$ cat config.mk
export PLATFORM = sky130hd
export DESIGN_NAME = lmsc_test_unit
export DESIGN_NICKNAME = d
export VERILOG_FILES = /design/src/rtl/lmsc_pkg.sv /design/src/rtl/lmsc_test_unit.sv
export SDC_FILE = /design/constraint.sdc
export NUM_CORES = 2
export LEC_CHECK = 0
export BUFFER_PORTS_ARGS = -buffer_cell sky130_fd_sc_hd__buf_4
export CORE_ASPECT_RATIO = 0.8
export CORE_MARGIN = 2
export CORE_UTILIZATION = 60
export CTS_CLUSTER_DIAMETER = 120
export DETAILED_ROUTE_END_ITERATION = 12
export PLACE_DENSITY = 0.86
export SYNTH_ARGS = -nofsm -noshare
export SYNTH_HDL_FRONTEND = slang
export SYNTH_SLANG_ARGS = --single-unit
$ cat constraint.sdc
create_clock -name clk -period 49.5 [get_ports clk]
set_clock_uncertainty 0.2 [all_clocks]
set_input_delay 7.425 -clock clk [delete_from_list [all_inputs] [get_ports clk]]
set_output_delay 7.425 -clock clk [all_outputs]
set_load 0.01 [all_outputs]
$ cat src/rtl/lmsc_pkg.sv
package lmsc_pkg;
    localparam logic [2:0] MODE_LOAD   = 3'd0;
    localparam logic [2:0] MODE_PLANE  = 3'd1;
    localparam logic [2:0] MODE_BOX    = 3'd2;
    localparam logic [2:0] MODE_SPHERE = 3'd3;
    localparam logic [2:0] MODE_NOTEST = 3'd4;

    typedef struct packed {
        logic signed [31:0] x;
        logic signed [31:0] y;
        logic signed [31:0] z;
        logic signed [31:0] r;
    } light_t;

    typedef struct packed {
        logic [2:0]         mode;
        logic signed [31:0] v0;
        logic signed [31:0] v1;
        logic signed [31:0] v2;
        logic signed [31:0] v3;
        logic signed [31:0] v4;
        logic signed [31:0] v5;
    } part_t;
endpackage

$ cat src/rtl/lmsc_test_unit.sv
// Multi-cycle miss test of one light against the current part.
// Step 0..2: three products (or box axes), step 3: final compare.
module lmsc_test_unit
    import lmsc_pkg::*;
(
    input  logic   clk,
    input  logic   rst_n,
    input  logic   start,
    input  light_t lt,
    input  part_t  pt,
    output logic   done,
    output logic   miss
);
    logic [2:0]          step_reg, step_next;
    logic                busy_reg, busy_next;
    logic signed [98:0]  acc_reg, acc_next;
    logic                miss_reg, miss_next;
    logic signed [32:0]  ma, mb;
    logic signed [65:0]  prod;
    logic signed [31:0]  bmin, bmax, bo;
    logic signed [33:0]  lo_v, hi_v;
    logic signed [98:0]  rsq, rr, dd;

    assign prod = ma * mb;

    always_comb
    begin
        ma = '0;
        mb = '0;
        bo = lt.x;
        bmin = pt.v0;
        bmax = pt.v3;
        case (step_reg)
            3'd0:
            begin
                bo = lt.x; bmin = pt.v0; bmax = pt.v3;
                if (pt.mode == MODE_PLANE)
                begin
                    ma = 33'(lt.x); mb = 33'(pt.v0);
                end
                else
                begin
                    ma = 33'(lt.x) - 33'(pt.v0); mb = ma;
                end
            end
            3'd1:
            begin
                bo = lt.y; bmin = pt.v1; bmax = pt.v4;
                if (pt.mode == MODE_PLANE)
                begin
                    ma = 33'(lt.y); mb = 33'(pt.v1);
                end
                else
                begin
                    ma = 33'(lt.y) - 33'(pt.v1); mb = ma;
                end
            end
            3'd2:
            begin
                bo = lt.z; bmin = pt.v2; bmax = pt.v5;
                if (pt.mode == MODE_PLANE)
                begin
                    ma = 33'(lt.z); mb = 33'(pt.v2);
                end
                else
                begin
                    ma = 33'(lt.z) - 33'(pt.v2); mb = ma;
                end
            end
            3'd3:
            begin
                ma = 33'(lt.r) + 33'(pt.v3); mb = ma;
            end
            default:
            begin
                ma = '0; mb = '0;
            end
        endcase
        lo_v = 34'(bo) - 34'(lt.r);
        hi_v = 34'(bo) + 34'(lt.r);
        rr = 99'(signed'(lt.r)) <<< 16;
        dd = acc_reg - (99'(signed'(pt.v3)) <<< 16);
        rsq = 99'(prod);

        step_next = step_reg;
        busy_next = busy_reg;
        acc_next  = acc_reg;
        miss_next = miss_reg;
        done = 1'b0;
        if (start)
        begin
            busy_next = 1'b1;
            step_next = '0;
            acc_next  = '0;
            miss_next = 1'b0;
        end
        else if (busy_reg)
        begin
            if (step_reg != 3'd3)
            begin
                acc_next = acc_reg + 99'(prod);
                if (pt.mode == MODE_BOX &&
                    (lo_v > 34'(bmax) || hi_v < 34'(bmin)))
                    miss_next = 1'b1;
                step_next = step_reg + 3'd1;
            end
            else
            begin
                busy_next = 1'b0;
                done = 1'b1;
                if (pt.mode == MODE_PLANE)
                    miss_next = (dd < -rr) || (dd > rr);
                else if (pt.mode == MODE_SPHERE)
                    miss_next = acc_reg > rsq;
            end
        end
    end

    assign miss = miss_next;

    always_ff @(posedge clk or negedge rst_n)
    begin
        if (!rst_n)
        begin
            step_reg <= '0;
            busy_reg <= 1'b0;
        end
        else
        begin
            step_reg <= step_next;
            busy_reg <= busy_next;
        end
    end

    always_ff @(posedge clk)
    begin
        acc_reg  <= acc_next;
        miss_reg <= miss_next;
    end
endmodule

# [After elaboration in Yosys (flattened, before gate mapping)]
# Index checks and enable logic that the tools add are counted.
# W data, S select, Z words.
[word_totals] ff_bits=104 output_inout_bits=2 word_cells=61
[op_classes] add_sub_neg=10 n_mul=1 order_cmp=5 n_eq_ne=7 mux=26 n_reduce_logical=8
[op_table] op="$pmux W33 S4" count=2
[op_table] op="$mux W33" count=6
[op_table] op="$pmux W32 S2" count=3
[op_table] op="$sub A32 B32 Y33" count=4
[op_table] op="$add A99 B66 Y99" count=1
[op_table] op="$gt A99 B48 Y1" count=1
[op_table] op="$gt A99 B66 Y1" count=1
[op_table] op="$lt A99 B99 Y1" count=1
[op_table] op="$neg A48 Y99" count=1
[op_table] op="$sub A99 B48 Y99" count=1
[op_table] op="$add A32 B32 Y33" count=2
[op_table] op="$mul A33 B33 Y66" count=1
[op_table] op="$gt A33 B32 Y1" count=1
[op_table] op="$lt A33 B32 Y1" count=1
[op_table] op="$eq A3 B2 Y1 const B" count=4
[op_table] op="$mux W1" count=12
[op_table] op="$mux W3" count=3
[op_table] op="$eq A3 B1 Y1 const B" count=2
[op_table] op="$reduce_and A2 Y1" count=2
[op_table] op="$reduce_bool A2 Y1" count=2
[op_table] op="$add A3 B1 Y3 const B" count=1
[op_table] op="$logic_not A3 Y1" count=1
[op_table] op="$ne A3 B2 Y1 const B" count=1
[op_table] op="$logic_or A1 B1 Y1" count=2
[op_table] op="$logic_and A1 B1 Y1" count=1

# [Depth between registers and ports, before layout]
[depth] word_depth=10 depth_mapped=58

# [Worst setup path after synthesis]
# No wires, ideal clock.
[synth_path] path_type="input -> output" from="input lt[0] (netlist bit)" to="output miss" arrival_ps=21433 t_required_ps=41875 setup_slack_ps=20442 cell_stages=53 cell_sequence="ha_1 > fa_1 > a211oi_1 > o21ai_1 > a21o_1 > a31o_2 > a31oi_2 > o211ai_1 > a2111oi_2 > o31ai_1 > o21ai_1 > o21bai_1 > a211o_1 > buf_2 > nand2_1 > fa_1 > fa_1 > inv_1 > (+17 left out) > o21ai_0 > a21o_1 > a21oi_1 > o21ai_0 > a21oi_1 > xor2_1 > ha_1 > clkbuf_1 > nor4b_1 > and3_1 > and3_1 > and3_1 > nand3_1 > nor4_1 > or3b_2 > a2bb2oi_1 > o21a_1 > a22o_1"
[synth_between] elab_chain_cells=9 elab_cells_between_ends=21
[synth_lines] item="start: declaration" line_no="lmsc_test_unit.sv:9" rtl="input light_t lt,"
[synth_lines] item="$add A32 B32 Y33" line_no="lmsc_test_unit.sv:72" rtl="ma = 33'(lt.r) + 33'(pt.v3); mb = ma;"
[synth_lines] item="$pmux W33 S4" line_no="lmsc_test_unit.sv:33" rtl="case (step_reg)"
[synth_lines] item="$mul A33 B33 Y66" line_no="lmsc_test_unit.sv:24" rtl="assign prod = ma * mb;"
[synth_lines] item="$gt A99 B66 Y1" line_no="lmsc_test_unit.sv:114" rtl="miss_next = acc_reg > rsq;"
[synth_lines] item="$mux W1" line_no="lmsc_test_unit.sv:113" rtl="else if (pt.mode == MODE_SPHERE)"
[synth_lines] item="$mux W1" line_no="lmsc_test_unit.sv:111" rtl="if (pt.mode == MODE_PLANE)"
[synth_lines] item="$mux W1 (*)" line_no="lmsc_test_unit.sv:99" rtl="if (step_reg != 3'd3)"
[synth_lines] item="$mux W1 (*)" line_no="lmsc_test_unit.sv:97" rtl="else if (busy_reg)"
[synth_lines] item="$mux W1 (*)" line_no="lmsc_test_unit.sv:90" rtl="if (start)"
[synth_lines] item="end: declaration" line_no="lmsc_test_unit.sv:12" rtl="output logic miss"
# Mark *: on every way between the ends. The rest lies on a longest branch, timed or not.

# [Final worst setup path]
# Ends and elaborated chain as after synthesis.

==> flow_summary.ini <==
[setup_path]
r2r_slack_ps = 32820
reg2reg_depth = 49
cp_max_fo = 34
slowest_delay_ps = 900
critPathTopFamily = adder cells
r2r-start = step_reg[2]$_DFFE_PN0P_
critPathArrivalTime_ps = 23910
crit_top_cell = fa_1
critPathKind = in -> out
worstSetupEndpoint = miss
startpoint_type = primary input
crit_buf_inv = 9
startpoint = lt[0]
critPathCaptureType = output pin
critPathSlowestCell = fa_1
worst-path-stages = 55
required_ps = 41880
regToRegEndpoint = acc_reg[95]$_SDFFE_PP0P_

[place]
gp_congestion = 1.084
portBuffers = 327
pre_cts_ws_ps = 18190
place_area_sq_um = 78470
dp_hpwl_mm = 240.7

[drt]
wl_per_cell_microns = 26.23
avgViaCountPerCell = 6.447
firstDrtPassIters = 8
drc = 0
final_antenna_net_count = 0
vias = 72305
routed_wl_mm = 294.1
drt_iter0_markers = 8417

[yosys]
synth_flop_cell = dfxtp_1
synth-simple-area-share_pct = 17.71
ys_seq_elements = 104
synth_compound_area_share_pct = 18.13
avgSynthCellArea_sq_um = 7.830
synth_warnings = 0
syn_area_sq_um = 74560
synth_adder_area_share_pct = 46.51
syn-num-nets = 11927
async_flop_share_pct = 3.846
synthDistinctLibCells = 110
muxShareOfSynthArea_pct = 0.1796
synth_top_family_by_area = adder cells
syn_inst = 9522
ys_seq_area_share_pct = 2.819
synth_xor_area_share_pct = 4.676
synth_edf_count = 0

[layout]
utilization_pct = 64.01
syn_to_final_growth_pct = 5.746
final-seq-area_sq_um = 2102
layout_commonest_cell = inv_1
layout_common_cells = inv_1 (1545), nand2_1 (1294), fa_1 (1154), ha_1 (925), a21oi_1 (733)
final_nets = 11948
multi_input_area_sq_um = 65310
finalInstanceArea_sq_um = 78840
largest_register_ffs = 99
nFillCells = 10776
drive_gt1_share_pct = 6.221

[floorplanning]
die_x_microns = 398.1
rows = 115
num_io_pins = 328
core_region_area_sq_um = 123200
die_h_microns = 319.3
start_util_pct = 60.53
die_area_sq_um = 127100

[sta]
drv_slew = 0
post-route-period-util_pct = 63.71
hold_viol_final = 0
relSlewSlack_pct = 2.540
finalSetupTns_ps = 0
rsz0062_at_grt = false
max_freq_mhz = 31.71
worst_pin_slew_ps = 1462
final-setup-viol-count = 0
fin_ws_ps = 17970
min_period_ps = 31540

[global_route]
grt_remaining_overflow = 0
grt_pass1_wl_mm = 438.2
grt_max_degree = 100
grt.total_usage_pct = 45.73
antenna_found_initial = 46
grt_pass1_vias = 71403

[clock_network]
holdBufCountCts = 0
numCtsBuffers = 9
cts_setup_buffers = 0
cts_sinks = 104
cts_tree = yes
clockBufferDepth = 2
clk_latency_ps = 410
post_cts_resized = 0
htreeDepth = 3
cts.clk_slew.worst_paths_ps = 80
clockRootBuffer = clkbuf_16

[min_path]
hp-class = reg -> reg

[run_status]
status = finished, final reports clean

[run]
cap_violations = 0
[metal layers]
metal / part of all wire, % / track usage [%]
met1: 37 / 59.22
met2: 41 / 65.38
met3: 14 / 16.11
met4: 7.2 / 27.61
met5: 0.083 / 0
[worst min-delay path, cell delays in order, from the launching register on]
cell     delay (ps)
dfxtp_1         350
nand2_1          70
a21oi_1          50
[cell type report]
type	instances	area share, %
inverter	1547	7.365
tap	1638	2.600
timing repair buffer	427	4.066
clock buffer	11	0.3206
multi-input combinational	7454	82.84
clock inverter	5	0.04761
antenna	30	0.09522
sequential	104	2.666
[through the flow]
stage          cells  hold slack (ps)
6_report       11216            304.4
5_1_grt        11195            329.3
4_1_cts        11186            305.4
3_5_place_dp   11170            294.2
3_3_place_gp   11170            278.3
2_1_floorplan   9522            261.1
[worst min-delay path by stage]
| stage | startpoint | endpoint | slack, ps | cells after the start |
|---|---|---|---|---|
| after floorplan | acc_reg[15]$_SDFFE_PP0P_ | acc_reg[15]$_SDFFE_PP0P_ | 260 | 2 |
| after global placement | acc_reg[5]$_SDFFE_PP0P_ | acc_reg[5]$_SDFFE_PP0P_ | 280 | 2 |
| after detailed placement | acc_reg[5]$_SDFFE_PP0P_ | acc_reg[5]$_SDFFE_PP0P_ | 290 | 2 |
| after CTS | acc_reg[5]$_SDFFE_PP0P_ | acc_reg[5]$_SDFFE_PP0P_ | 310 | 2 |
| after global routing | acc_reg[11]$_SDFFE_PP0P_ | acc_reg[11]$_SDFFE_PP0P_ | 330 | 2 |
| final | acc_reg[5]$_SDFFE_PP0P_ | acc_reg[5]$_SDFFE_PP0P_ | 300 | 2 |
[logic make-up after synthesis]
| group | Yosys count |
|---|---|
| flops | 104 |
| buf+inv | 1964 |
| xor+xnor | 398 |
| compound gates | 2111 |
| mux | 13 |
| simple gates | 2853 |
| fa+ha+maj | 2079 |
[synthesized netlist by cell type, types with 16 or more instances]
master / count / area share (%)
a211o_1: 16 / 0.19
a211oi_1: 64 / 0.64
a21boi_0: 23 / 0.23
a21o_1: 258 / 2.6
a21oi_1: 734 / 4.9
a22o_1: 51 / 0.60
a22oi_1: 32 / 0.32
a31oi_1: 60 / 0.50
and2_1: 196 / 1.6
and3_1: 62 / 0.52
and4_1: 23 / 0.27
buf_1: 25 / 0.13
buf_2: 33 / 0.22
clkbuf_1: 355 / 1.8
dfxtp_1: 100 / 2.7
fa_1: 1154 / 31
ha_1: 925 / 16
inv_1: 1546 / 7.8
nand2_1: 1298 / 6.5
nand2_2: 20 / 0.17
nand2b_1: 80 / 0.67
nand3_1: 133 / 0.89
nand4_1: 96 / 0.81
nor2_1: 519 / 2.6
nor2b_1: 105 / 0.88
nor3_1: 116 / 0.78
nor4_1: 50 / 0.42
o2111ai_1: 22 / 0.26
o211ai_1: 47 / 0.47
o21a_1: 75 / 0.76
o21ai_0: 335 / 2.2
o21ai_1: 30 / 0.20
o21bai_1: 102 / 1.0
o22ai_1: 47 / 0.39
o31a_1: 16 / 0.19
o31ai_1: 27 / 0.27
or2_2: 34 / 0.29
or3_1: 51 / 0.43
xnor2_1: 283 / 3.3
xor2_1: 115 / 1.4
Power is not shown: default switching activity piles up to over one toggle a cycle in this logic, so the estimate is an artifact.
